File: src/hw/rtl/jadm_pkg.sv
`default_nettype none

package jadm_pkg;

  localparam int unsigned SAMPLE_BITS_DEF = 12;

  // motor command scale and percentage base
  localparam int unsigned MOTOR_MAX    = 1000;
  localparam int unsigned PERCENT_FULL = 100;

  localparam int unsigned SPEED_W   = 11;
  localparam int unsigned PERCENT_W = 7;
  localparam int unsigned MINSPD_W  = 10;
  localparam int unsigned QUOT_BITS = 10;  // scaled axis magnitude, at most 1000

  // divider: quotient bits resolved per pipeline stage
  localparam int unsigned DIV_STEP   = 2;
  localparam int unsigned DIV_STAGES = QUOT_BITS / DIV_STEP;

  // divide by 100 as multiply by ceil(2^24/100), exact for products below 199728
  localparam int unsigned PROD_W      = QUOT_BITS + PERCENT_W;
  localparam int unsigned RECIP_100   = 167773;
  localparam int unsigned RECIP_W     = 18;
  localparam int unsigned RECIP_SHIFT = 24;
  localparam int unsigned RPROD_W     = PROD_W + RECIP_W;

  // edges from accepted start to the edge that takes the result
  localparam int unsigned PIPE_LATENCY = DIV_STAGES + 6;

  // configuration register reset values
  localparam int unsigned RST_CENTER_X  = 2220;
  localparam int unsigned RST_CENTER_Y  = 2195;
  localparam int unsigned RST_DEADBAND  = 300;
  localparam int unsigned RST_THR_SPAN  = 1720;
  localparam int unsigned RST_STR_SPAN  = 1900;
  localparam int unsigned RST_PERCENT   = 25;
  localparam int unsigned RST_MIN_SPEED = 30;

  typedef enum logic [2:0] {
    REG_CENTER_X      = 3'd0,
    REG_CENTER_Y      = 3'd1,
    REG_DEADBAND_X    = 3'd2,
    REG_DEADBAND_Y    = 3'd3,
    REG_THROTTLE_SPAN = 3'd4,
    REG_STEERING_SPAN = 3'd5,
    REG_STEER_PERCENT = 3'd6,
    REG_MIN_SPEED     = 3'd7
  } cfg_reg_t;

endpackage

`default_nettype wire

File: src/hw/rtl/joystick_arcade_drive_mixer.sv
// joystick arcade drive mixer
//
// command channel: a sample pair is taken at a rising edge with start high
// and busy low; busy is never raised, so a new pair may be presented every
// cycle. each result (left_cmd, right_cmd, drive_enabled) is shown for
// exactly one cycle with done high, and the receiver cannot hold it off.
// pipeline: each pair taken passes in order through deadband and
// centring, clamp and scale by 1000, five divider stages of two quotient
// bits each, steering percentage product, divide by 100, mix and clamp,
// minimum speed. throughput is one transaction per cycle, set by the
// pipelined restoring divider for the span division.
// configuration: cfg_valid/cfg_ready write channel, cfg_ready always high,
// cfg_index picks the register, cfg_data holds its value in the low bits.
// registers are to be written only while the pipeline is empty.
// reset: all pipeline valid bits and done clear, registers take their
// default values; the block accepts pairs in the cycle after reset drops.
`default_nettype none

module joystick_arcade_drive_mixer #(
  parameter int unsigned SAMPLE_BITS = jadm_pkg::SAMPLE_BITS_DEF,
  localparam int unsigned CfgW = (SAMPLE_BITS > jadm_pkg::MINSPD_W) ?
                                 SAMPLE_BITS : jadm_pkg::MINSPD_W
) (
  input  wire logic                                clk,
  input  wire logic                                rst,
  input  wire logic                                start,
  output logic                                     busy,
  input  wire logic [SAMPLE_BITS-1:0]              x_sample,
  input  wire logic [SAMPLE_BITS-1:0]              y_sample,
  output logic                                     done,
  output logic signed [jadm_pkg::SPEED_W-1:0]      left_cmd,
  output logic signed [jadm_pkg::SPEED_W-1:0]      right_cmd,
  output logic                                     drive_enabled,
  input  wire logic                                cfg_valid,
  output logic                                     cfg_ready,
  input  wire jadm_pkg::cfg_reg_t                  cfg_index,
  input  wire logic [CfgW-1:0]                     cfg_data
);
  import jadm_pkg::*;

  localparam int unsigned SampleW = SAMPLE_BITS;
  localparam int unsigned DivW    = SAMPLE_BITS + QUOT_BITS;  // span * 1000 fits
  localparam int unsigned MixW    = SPEED_W + 2;

  // configuration registers
  logic [SampleW-1:0]   rest_x;
  logic [SampleW-1:0]   rest_y;
  logic [SampleW-1:0]   dead_half_x;
  logic [SampleW-1:0]   dead_half_y;
  logic [SampleW-1:0]   throttle_span;
  logic [SampleW-1:0]   steering_span;
  logic [PERCENT_W-1:0] steering_percent;
  logic [MINSPD_W-1:0]  speed_floor;

  assign busy      = 1'b0;
  assign cfg_ready = 1'b1;

  always_ff @(posedge clk) begin
    if (rst) begin
      rest_x           <= SampleW'(RST_CENTER_X);
      rest_y           <= SampleW'(RST_CENTER_Y);
      dead_half_x      <= SampleW'(RST_DEADBAND);
      dead_half_y      <= SampleW'(RST_DEADBAND);
      throttle_span    <= SampleW'(RST_THR_SPAN);
      steering_span    <= SampleW'(RST_STR_SPAN);
      steering_percent <= PERCENT_W'(RST_PERCENT);
      speed_floor      <= MINSPD_W'(RST_MIN_SPEED);
    end else if (cfg_valid && cfg_ready) begin
      unique case (cfg_index)
        REG_CENTER_X:      rest_x           <= cfg_data[SampleW-1:0];
        REG_CENTER_Y:      rest_y           <= cfg_data[SampleW-1:0];
        REG_DEADBAND_X:    dead_half_x      <= cfg_data[SampleW-1:0];
        REG_DEADBAND_Y:    dead_half_y      <= cfg_data[SampleW-1:0];
        REG_THROTTLE_SPAN: throttle_span    <= cfg_data[SampleW-1:0];
        REG_STEERING_SPAN: steering_span    <= cfg_data[SampleW-1:0];
        REG_STEER_PERCENT: steering_percent <= cfg_data[PERCENT_W-1:0];
        REG_MIN_SPEED:     speed_floor      <= cfg_data[MINSPD_W-1:0];
        default: ;
      endcase
    end
  end

  // ---------------------------------------------------------------------
  // stage 1: dead window test (signed bounds, no wrap) and axis centring
  // ---------------------------------------------------------------------
  logic signed [SampleW+1:0] x_ext, y_ext, cx_ext, cy_ext, dx_ext, dy_ext;
  logic                      in_dead;

  always_comb begin
    x_ext   = $signed({2'b00, x_sample});
    y_ext   = $signed({2'b00, y_sample});
    cx_ext  = $signed({2'b00, rest_x});
    cy_ext  = $signed({2'b00, rest_y});
    dx_ext  = $signed({2'b00, dead_half_x});
    dy_ext  = $signed({2'b00, dead_half_y});
    in_dead = (x_ext > cx_ext - dx_ext) && (x_ext < cx_ext + dx_ext) &&
              (y_ext > cy_ext - dy_ext) && (y_ext < cy_ext + dy_ext);
  end

  logic                    s1_valid;
  logic                    s1_dead;
  logic signed [SampleW:0] s1_thr;  // rest_x - x, throttle with x inverted
  logic signed [SampleW:0] s1_str;  // y - rest_y

  always_ff @(posedge clk) begin
    if (rst) begin
      s1_valid <= 1'b0;
    end else begin
      s1_valid <= start && !busy;
    end
    s1_dead <= in_dead;
    s1_thr  <= $signed({1'b0, rest_x}) - $signed({1'b0, x_sample});
    s1_str  <= $signed({1'b0, y_sample}) - $signed({1'b0, rest_y});
  end

  // ---------------------------------------------------------------------
  // stage 2: clamp magnitude to span, scale by 1000 ahead of the divider;
  // division runs on magnitudes so the quotient truncates toward zero
  // ---------------------------------------------------------------------
  logic               thr_neg, str_neg;
  logic [SampleW-1:0] thr_mag, str_mag, thr_clamp, str_clamp;

  always_comb begin
    thr_neg   = s1_thr[SampleW];
    str_neg   = s1_str[SampleW];
    thr_mag   = thr_neg ? SampleW'(-s1_thr) : SampleW'(s1_thr);
    str_mag   = str_neg ? SampleW'(-s1_str) : SampleW'(s1_str);
    thr_clamp = (thr_mag > throttle_span) ? throttle_span : thr_mag;
    str_clamp = (str_mag > steering_span) ? steering_span : str_mag;
  end

  // divider pipeline, entry 0 loaded here, one entry per stage after it
  logic                 dv_valid    [0:DIV_STAGES];
  logic                 dv_dead     [0:DIV_STAGES];
  logic                 dv_thr_neg  [0:DIV_STAGES];
  logic                 dv_str_neg  [0:DIV_STAGES];
  logic                 dv_thr_zero [0:DIV_STAGES];
  logic                 dv_str_zero [0:DIV_STAGES];
  logic [DivW-1:0]      dv_thr_rem  [0:DIV_STAGES];
  logic [DivW-1:0]      dv_str_rem  [0:DIV_STAGES];
  logic [QUOT_BITS-1:0] dv_thr_q    [0:DIV_STAGES];
  logic [QUOT_BITS-1:0] dv_str_q    [0:DIV_STAGES];

  always_ff @(posedge clk) begin
    if (rst) begin
      dv_valid[0] <= 1'b0;
    end else begin
      dv_valid[0] <= s1_valid;
    end
    dv_dead[0]     <= s1_dead;
    dv_thr_neg[0]  <= thr_neg;
    dv_str_neg[0]  <= str_neg;
    dv_thr_zero[0] <= (throttle_span == '0);
    dv_str_zero[0] <= (steering_span == '0);
    dv_thr_rem[0]  <= DivW'(thr_clamp) * DivW'(MOTOR_MAX);
    dv_str_rem[0]  <= DivW'(str_clamp) * DivW'(MOTOR_MAX);
    dv_thr_q[0]    <= '0;
    dv_str_q[0]    <= '0;
  end

  // ---------------------------------------------------------------------
  // stages 3 .. 2+DIV_STAGES: restoring division, DIV_STEP bits per stage;
  // dividend is below 1024 * span so ten quotient bits cover it
  // ---------------------------------------------------------------------
  for (genvar g = 0; g < DIV_STAGES; g++) begin : g_div
    logic [DivW-1:0]      thr_r, str_r, thr_d, str_d;
    logic [QUOT_BITS-1:0] thr_qn, str_qn;

    always_comb begin
      thr_r  = dv_thr_rem[g];
      str_r  = dv_str_rem[g];
      thr_qn = dv_thr_q[g];
      str_qn = dv_str_q[g];
      thr_d  = '0;
      str_d  = '0;
      for (int j = 0; j < DIV_STEP; j++) begin
        thr_d = DivW'(throttle_span) << (QUOT_BITS - 1 - (g * DIV_STEP + j));
        str_d = DivW'(steering_span) << (QUOT_BITS - 1 - (g * DIV_STEP + j));
        if (thr_r >= thr_d) begin
          thr_r = thr_r - thr_d;
          thr_qn[QUOT_BITS - 1 - (g * DIV_STEP + j)] = 1'b1;
        end
        if (str_r >= str_d) begin
          str_r = str_r - str_d;
          str_qn[QUOT_BITS - 1 - (g * DIV_STEP + j)] = 1'b1;
        end
      end
    end

    always_ff @(posedge clk) begin
      if (rst) begin
        dv_valid[g+1] <= 1'b0;
      end else begin
        dv_valid[g+1] <= dv_valid[g];
      end
      dv_dead[g+1]     <= dv_dead[g];
      dv_thr_neg[g+1]  <= dv_thr_neg[g];
      dv_str_neg[g+1]  <= dv_str_neg[g];
      dv_thr_zero[g+1] <= dv_thr_zero[g];
      dv_str_zero[g+1] <= dv_str_zero[g];
      dv_thr_rem[g+1]  <= thr_r;
      dv_str_rem[g+1]  <= str_r;
      dv_thr_q[g+1]    <= thr_qn;
      dv_str_q[g+1]    <= str_qn;
    end
  end

  // ---------------------------------------------------------------------
  // signed throttle, and steering magnitude times percentage
  // ---------------------------------------------------------------------
  logic [QUOT_BITS-1:0] thr_q_fin, str_q_fin;

  always_comb begin
    // a zero span scales the axis to zero
    thr_q_fin = dv_thr_zero[DIV_STAGES] ? '0 : dv_thr_q[DIV_STAGES];
    str_q_fin = dv_str_zero[DIV_STAGES] ? '0 : dv_str_q[DIV_STAGES];
  end

  logic                      s8_valid;
  logic                      s8_dead;
  logic signed [SPEED_W-1:0] s8_thr;
  logic                      s8_str_neg;
  logic [PROD_W-1:0]         s8_prod;

  always_ff @(posedge clk) begin
    if (rst) begin
      s8_valid <= 1'b0;
    end else begin
      s8_valid <= dv_valid[DIV_STAGES];
    end
    s8_dead    <= dv_dead[DIV_STAGES];
    s8_thr     <= dv_thr_neg[DIV_STAGES] ? -$signed({1'b0, thr_q_fin}) :
                                            $signed({1'b0, thr_q_fin});
    s8_str_neg <= dv_str_neg[DIV_STAGES];
    s8_prod    <= PROD_W'(str_q_fin) * PROD_W'(steering_percent);
  end

  // ---------------------------------------------------------------------
  // divide the steering product by 100 via reciprocal multiply
  // ---------------------------------------------------------------------
  logic [RPROD_W-1:0]            recip_prod;
  logic [RPROD_W-RECIP_SHIFT-1:0] str_pct;

  always_comb begin
    recip_prod = RPROD_W'(s8_prod) * RPROD_W'(RECIP_100);
    str_pct    = recip_prod[RPROD_W-1:RECIP_SHIFT];
  end

  logic                                 s9_valid;
  logic                                 s9_dead;
  logic signed [SPEED_W-1:0]            s9_thr;
  logic signed [RPROD_W-RECIP_SHIFT:0]  s9_str;

  always_ff @(posedge clk) begin
    if (rst) begin
      s9_valid <= 1'b0;
    end else begin
      s9_valid <= s8_valid;
    end
    s9_dead <= s8_dead;
    s9_thr  <= s8_thr;
    s9_str  <= s8_str_neg ? -$signed({1'b0, str_pct}) : $signed({1'b0, str_pct});
  end

  // ---------------------------------------------------------------------
  // mix as sum and difference, clamp to the motor range
  // ---------------------------------------------------------------------
  logic signed [MixW-1:0]    mix_l, mix_r;
  logic signed [SPEED_W-1:0] clamp_l, clamp_r;

  always_comb begin
    mix_l = MixW'(s9_thr) + MixW'(s9_str);
    mix_r = MixW'(s9_thr) - MixW'(s9_str);
    if (mix_l > $signed(MixW'(MOTOR_MAX))) begin
      clamp_l = SPEED_W'(MOTOR_MAX);
    end else if (mix_l < -$signed(MixW'(MOTOR_MAX))) begin
      clamp_l = -$signed(SPEED_W'(MOTOR_MAX));
    end else begin
      clamp_l = SPEED_W'(mix_l);
    end
    if (mix_r > $signed(MixW'(MOTOR_MAX))) begin
      clamp_r = SPEED_W'(MOTOR_MAX);
    end else if (mix_r < -$signed(MixW'(MOTOR_MAX))) begin
      clamp_r = -$signed(SPEED_W'(MOTOR_MAX));
    end else begin
      clamp_r = SPEED_W'(mix_r);
    end
  end

  logic                      s10_valid;
  logic                      s10_dead;
  logic signed [SPEED_W-1:0] s10_left, s10_right;

  always_ff @(posedge clk) begin
    if (rst) begin
      s10_valid <= 1'b0;
    end else begin
      s10_valid <= s9_valid;
    end
    s10_dead  <= s9_dead;
    s10_left  <= clamp_l;
    s10_right <= clamp_r;
  end

  // ---------------------------------------------------------------------
  // minimum speed, dead window override, output register
  // ---------------------------------------------------------------------
  logic [SPEED_W-1:0]        mag_l, mag_r;
  logic signed [SPEED_W-1:0] fin_l, fin_r;

  always_comb begin
    mag_l = s10_left[SPEED_W-1]  ? SPEED_W'(-s10_left)  : SPEED_W'(s10_left);
    mag_r = s10_right[SPEED_W-1] ? SPEED_W'(-s10_right) : SPEED_W'(s10_right);
    fin_l = (s10_dead || mag_l < SPEED_W'(speed_floor)) ? '0 : s10_left;
    fin_r = (s10_dead || mag_r < SPEED_W'(speed_floor)) ? '0 : s10_right;
  end

  always_ff @(posedge clk) begin
    if (rst) begin
      done <= 1'b0;
    end else begin
      done <= s10_valid;
    end
    left_cmd      <= fin_l;
    right_cmd     <= fin_r;
    drive_enabled <= (fin_l != '0) || (fin_r != '0);
  end

endmodule

`default_nettype wire

File: config.mk
export PLATFORM = sky130hd
export DESIGN_NAME = joystick_arcade_drive_mixer
export DESIGN_NICKNAME = d
export VERILOG_FILES = /design/src/hw/rtl/jadm_pkg.sv /design/src/hw/rtl/joystick_arcade_drive_mixer.sv
export SDC_FILE = /design/constraint.sdc
export NUM_CORES = 2
export LEC_CHECK = 0
export BUFFER_PORTS_ARGS = -buffer_cell sky130_fd_sc_hd__buf_2
export CORE_UTILIZATION = 56
export DETAILED_ROUTE_END_ITERATION = 10
export PLACE_DENSITY = 0.84
export SETUP_SLACK_MARGIN = 0.4
export SLEW_MARGIN = 20
export SYNTH_ARGS = -nofsm -noshare
export SYNTH_HDL_FRONTEND = slang
export SYNTH_SLANG_ARGS = --single-unit
File: constraint.sdc
create_clock -name clk -period 8 [get_ports clk]
set_input_delay 2 -clock clk [delete_from_list [all_inputs] [get_ports clk]]
set_output_delay 2 -clock clk [all_outputs]
set_load 0.02 [all_outputs]
Word level (Yosys, flattened, before mapping)
Memories as Yosys holds them, arrays and structs flattened. A register that Yosys moved wholly into a read port is not among the register bits.
Cells that the tools add are included.

storage, ports and cells
  bits in latches = 0
  input bits = 43
  logic and storage cells = 207
  memory bits (writable) = 420
  ROM bits = 0
  output and inout port bits = 26
  register bits after elaboration = 218
  memories = 10

operators by class
  divide/modulo/power cells = 0
  muxes and demuxes = 63
  reduce and logical (&&, ||, !) cells = 21
  shifts and indexed selects = 0
  equality and inequality tests = 7
  bitwise gates (word level) = 6
  multiply operators = 4
  $lt $le $gt $ge = 32
  add/subtract/negate cells = 34

memory list
  name         words  bits a word  read ports  clocked after Yosys merged registers in  wr ports  line                                RTL
  dv_str_rem   6      22           5           0                                        6         joystick_arcade_drive_mixer.sv:140  logic [DivW-1:0] dv_str_rem [0:DIV_STAGES];
  dv_thr_rem   6      22           5           0                                        6         joystick_arcade_drive_mixer.sv:139  logic [DivW-1:0] dv_thr_rem [0:DIV_STAGES];
  dv_str_q     6      10           6           0                                        6         joystick_arcade_drive_mixer.sv:142  logic [QUOT_BITS-1:0] dv_str_q [0:DIV_STAGES];
  dv_thr_q     6      10           6           0                                        6         joystick_arcade_drive_mixer.sv:141  logic [QUOT_BITS-1:0] dv_thr_q [0:DIV_STAGES];
  dv_dead      6      1            6           1                                        6         joystick_arcade_drive_mixer.sv:134  logic dv_dead [0:DIV_STAGES];
  dv_str_neg   6      1            6           1                                        6         joystick_arcade_drive_mixer.sv:136  logic dv_str_neg [0:DIV_STAGES];
  +4 memories  -      -            -           -                                        -         -

operators with widths
  cell              count
  $mux 22           20
  $mux 11           7
  $sub 12x12->13    4
  $mux 12           4
  $ge 22x12->1      2
  $ge 22x13->1      2
  $ge 22x14->1      2
  $ge 22x15->1      2
  $ge 22x16->1      2
  $ge 22x17->1      2
  $ge 22x18->1      2
  $ge 22x19->1      2
  $ge 22x20->1      2
  $ge 22x21->1      2
  $sub 22x12->22    2
  $sub 22x13->22    2
  $sub 22x14->22    2
  $sub 22x15->22    2
  $sub 22x16->22    2
  $sub 22x17->22    2
  $sub 22x18->22    2
  $sub 22x19->22    2
  $sub 22x20->22    2
  $sub 22x21->22    2
  29 further kinds  92

Longest topological paths before layout
  depth after elaboration = 7
  mapped depth = 34
  gate-level depth less buffers = 33

Worst setup path after synthesis
No wires, ideal clock.

  kind = reg-to-reg
  start point = reg s1_str[4]
  end point = mem dv_str_rem[0][20] in the netlist's numbering
  setup time = 0.072 ns
  buffers on the path = 1
  period minus slack after synthesis = 7.346 ns
  slack = 0.654 ns
  data arrival time = 7.273 ns
  required time = 7.928 ns
  cell stages (with the launch flop) = 32
  path through = dfxtp_1 nor3_1 nand2_1 or3_1 o31ai_1 xnor2_1 ha_1 a21o_1 a21o_1 a2111oi_0 nor2_1 clkbuf_1 o21ai_0 inv_1 fa_1 inv_1 fa_1 inv_1 fa_1 fa_1 inv_1 ha_1 a21oi_1 o21bai_1 a21oi_1 o21bai_1 a21oi_1 o21ai_0 o41a_1 a21o_1 a21oi_1 xnor2_1

RTL lines
  item                      line                                RTL
  start: declaration        joystick_arcade_drive_mixer.sv:103  logic signed [SampleW:0] s1_str;
  start signal: assignment  joystick_arcade_drive_mixer.sv:113  s1_str <= $signed({1'b0, y_sample}) - $signed({1'b0, rest_y});
  end: declaration          joystick_arcade_drive_mixer.sv:140

==> flow_metrics.tcl <==
set metrics [dict create \
    layout_setup_ws_ps 714 \
    status "complete, no violations" \
    post_drt_wl_per_cell_um 16.9 \
    clk_pin_slew_ps 70 \
    dpl_worst_slack_ps 149 \
    antenna_found_initial 4 \
    synth_fp_nets 6092 \
    finClkSkew_ps 26.0 \
    required_ps 8550 \
    die_h_um 284 \
    postSynthAreaPerCell_um2 8.73 \
    coreArea_um2 79000 \
    critPathKind "flip-flop to flip-flop" \
    ant_nets 0 \
    rsz0062_at_grt "yes" \
    routed_wl_um 107000 \
    setup-tns-final_ps 0 \
    slowest_delay_ps 510 \
    clk_latency_ps 630 \
    netlist_instances 5116 \
    cp_slowest_cell "fa_1" \
    async_flop_share 0 \
    ys_ff_latch 509 \
    area_delta_synth_final_pct 8.60 \
    clock-root-buffer "clkbuf_16" \
    start_util 0.565 \
    cts_buffers 53 \
    drv_cap 0 \
    io_buffers 66 \
    cp.arrival_ps 7840 \
    nets 6174 \
    dr.pass1.iters 6 \
    cts.sinks 509 \
    io-pin-count 69 \
    finalCriticalPeriod_ps 7290 \
    maxSlewHeadroom 0.289 \
    final_util 0.614 \
    ys_warn_count 0 \
    drv_slew 0 \
    gr-total-overflow 0 \
    cts_buffer_depth 3 \
    gp_congestion 0.937 \
    hold_viol 0 \
    num_vias 36246 \
    cts.htree.levels 2 \
    start_kind "flip-flop" \
    ys_types 103 \
    final_common_cell "ha_1" \
    fp-row-count 103 \
    grt_max_degree 54 \
    worstMarginPinSlew_ps 1060 \
    period_share 0.911 \
    drc 0 \
    grt_pass1_wl_um 174000 \
    most-common-layout-cells "ha_1 (689), inv_1 (642), dfxtp_1 (508)" \
    multi_input_area_um2 31900 \
    synth_flop_cell "dfxtp_1" \
    setup_viol 0 \
    crit_fanout 6 \
    hp-class "flip-flop to flip-flop" \
    cts_tree "yes" \
    grt_pass1_vias 35602 \
    fillers 6391 \
    antenna_cells 0 \
    critical_path.endpoint_type "flip-flop" \
    dieArea_um2 80900 \
    seq_area_um2 10200 \
    clock.fmax_ghz 0.137 \
    die_x_um 284 \
    netlist_area_um2 44700 \
    hpwl_um 82600 \
    seq_area_frac_synth 0.228 \
    first_iter_violations 2366 \
    synth-edff-count 0 \
    drive_gt1_frac 0.0706 \
    grt_usage 0.259 \
    avgViaCountPerCell 5.76 \
]
[critical path: cells and delay by family, from the launching register on]
family,cells,cell delay [ps]
AO/OA/AOI/OAI,13,2670
buffers and inverters,4,400
XOR/XNOR,2,350
flip-flops,1,340
adder cells (fa/ha/maj),6,2390
multiplexers,1,260
AND/OR/NAND/NOR,4,820
[area by class of cell]
cell class | instances | area share
multi-input cells | 3869 | 0.657
clock inverters | 38 | 0.0113
flip-flops and latches | 509 | 0.210
repair buffers | 116 | 0.0149
well taps | 1050 | 0.0271
clock buffers | 62 | 0.0295
inverters | 649 | 0.0502
[synth_stat cells (75+ instances only)]
master	number	area share
o21ai_0	217	0.024
dfxtp_1	509	0.23
nor2b_1	96	0.013
a21oi_1	360	0.040
xnor2_1	264	0.052
inv_1	642	0.054
fa_1	244	0.11
nor3_1	75	0.0084
ha_1	689	0.19
xor2_1	102	0.020
a21o_1	136	0.023
nand2_1	404	0.034
nor2_1	348	0.029
[metrics by stage]
stage	instance area, µm²	std cells	hold slack [ps]
after floorplan	44700	5116	310
after global placement	46300	6187	310
after detailed placement	46300	6187	312
after CTS	48300	6290	316
after global routing	48500	6293	326
final	48500	6293	318
[per-layer routing]
| metal | track usage | vias to the layer above | wire length (µm) |
|---|---|---|---|
| met4 | 0.0938 | 8 | 3670 |
| met1 | 0.339 | 17290 | 46700 |
| met3 | 0.0326 | 254 | 6300 |
| li1 | - | 17663 | - |
| met5 | 0 | - | 44 |
| met2 | 0.437 | 1031 | 49800 |
[worst paths after layout]
check / slack (ps) / cells past startpoint / to / from
hold / removal: 320 / 0 / dv_str_zero[5] / dv_str_zero[4]
hold reg to reg: 320 / 0 / dv_str_zero[5] / dv_str_zero[4]
setup / recovery: 710 / 30 / dv_thr_rem[0][20] / s1_thr[2]
setup reg to reg: 710 / 30 / dv_thr_rem[0][20] / s1_thr[2]
[sequential cells by signal (all words and copies together), names as in the netlist, 10 cells and up]
register	count
dv_str_rem	96
dv_thr_rem	96
dv_str_q	30
dv_thr_q	30
s8_prod	17
s1_str	13
s1_thr	13
dead_half_x	12
dead_half_y	12
rest_x	12
rest_y	12
s9_str	12
steering_span	12
throttle_span	12
left_cmd	11
right_cmd	11
s10_left	11
s10_right	11
s8_thr	11
s9_thr	11
speed_floor	10
[logic make-up (layout without fill, tap and decap cells)]
group / after synthesis / count (layout) / share of synthesized area
other cells: 2 / 2 / 0.000168
compound gates: 1120 / 1120 / 0.161
fa+ha+maj: 933 / 933 / 0.302
buf+inv: 738 / 865 / 0.0633
simple gates: 1330 / 1330 / 0.145
mux: 117 / 117 / 0.0285
xor+xnor: 367 / 367 / 0.0721
flops: 509 / 509 / 0.228
[timing repair]
action	in CTS	in global routing
resized for setup	12	34
endpoints found under the setup margin	3	11
setup buffers	3	3
pin swaps	2	8
hold buffers	0	0
Power is left out: the tool's default activity adds up to more than one toggle a clock period on the data nets, which glitch-free logic cannot reach.
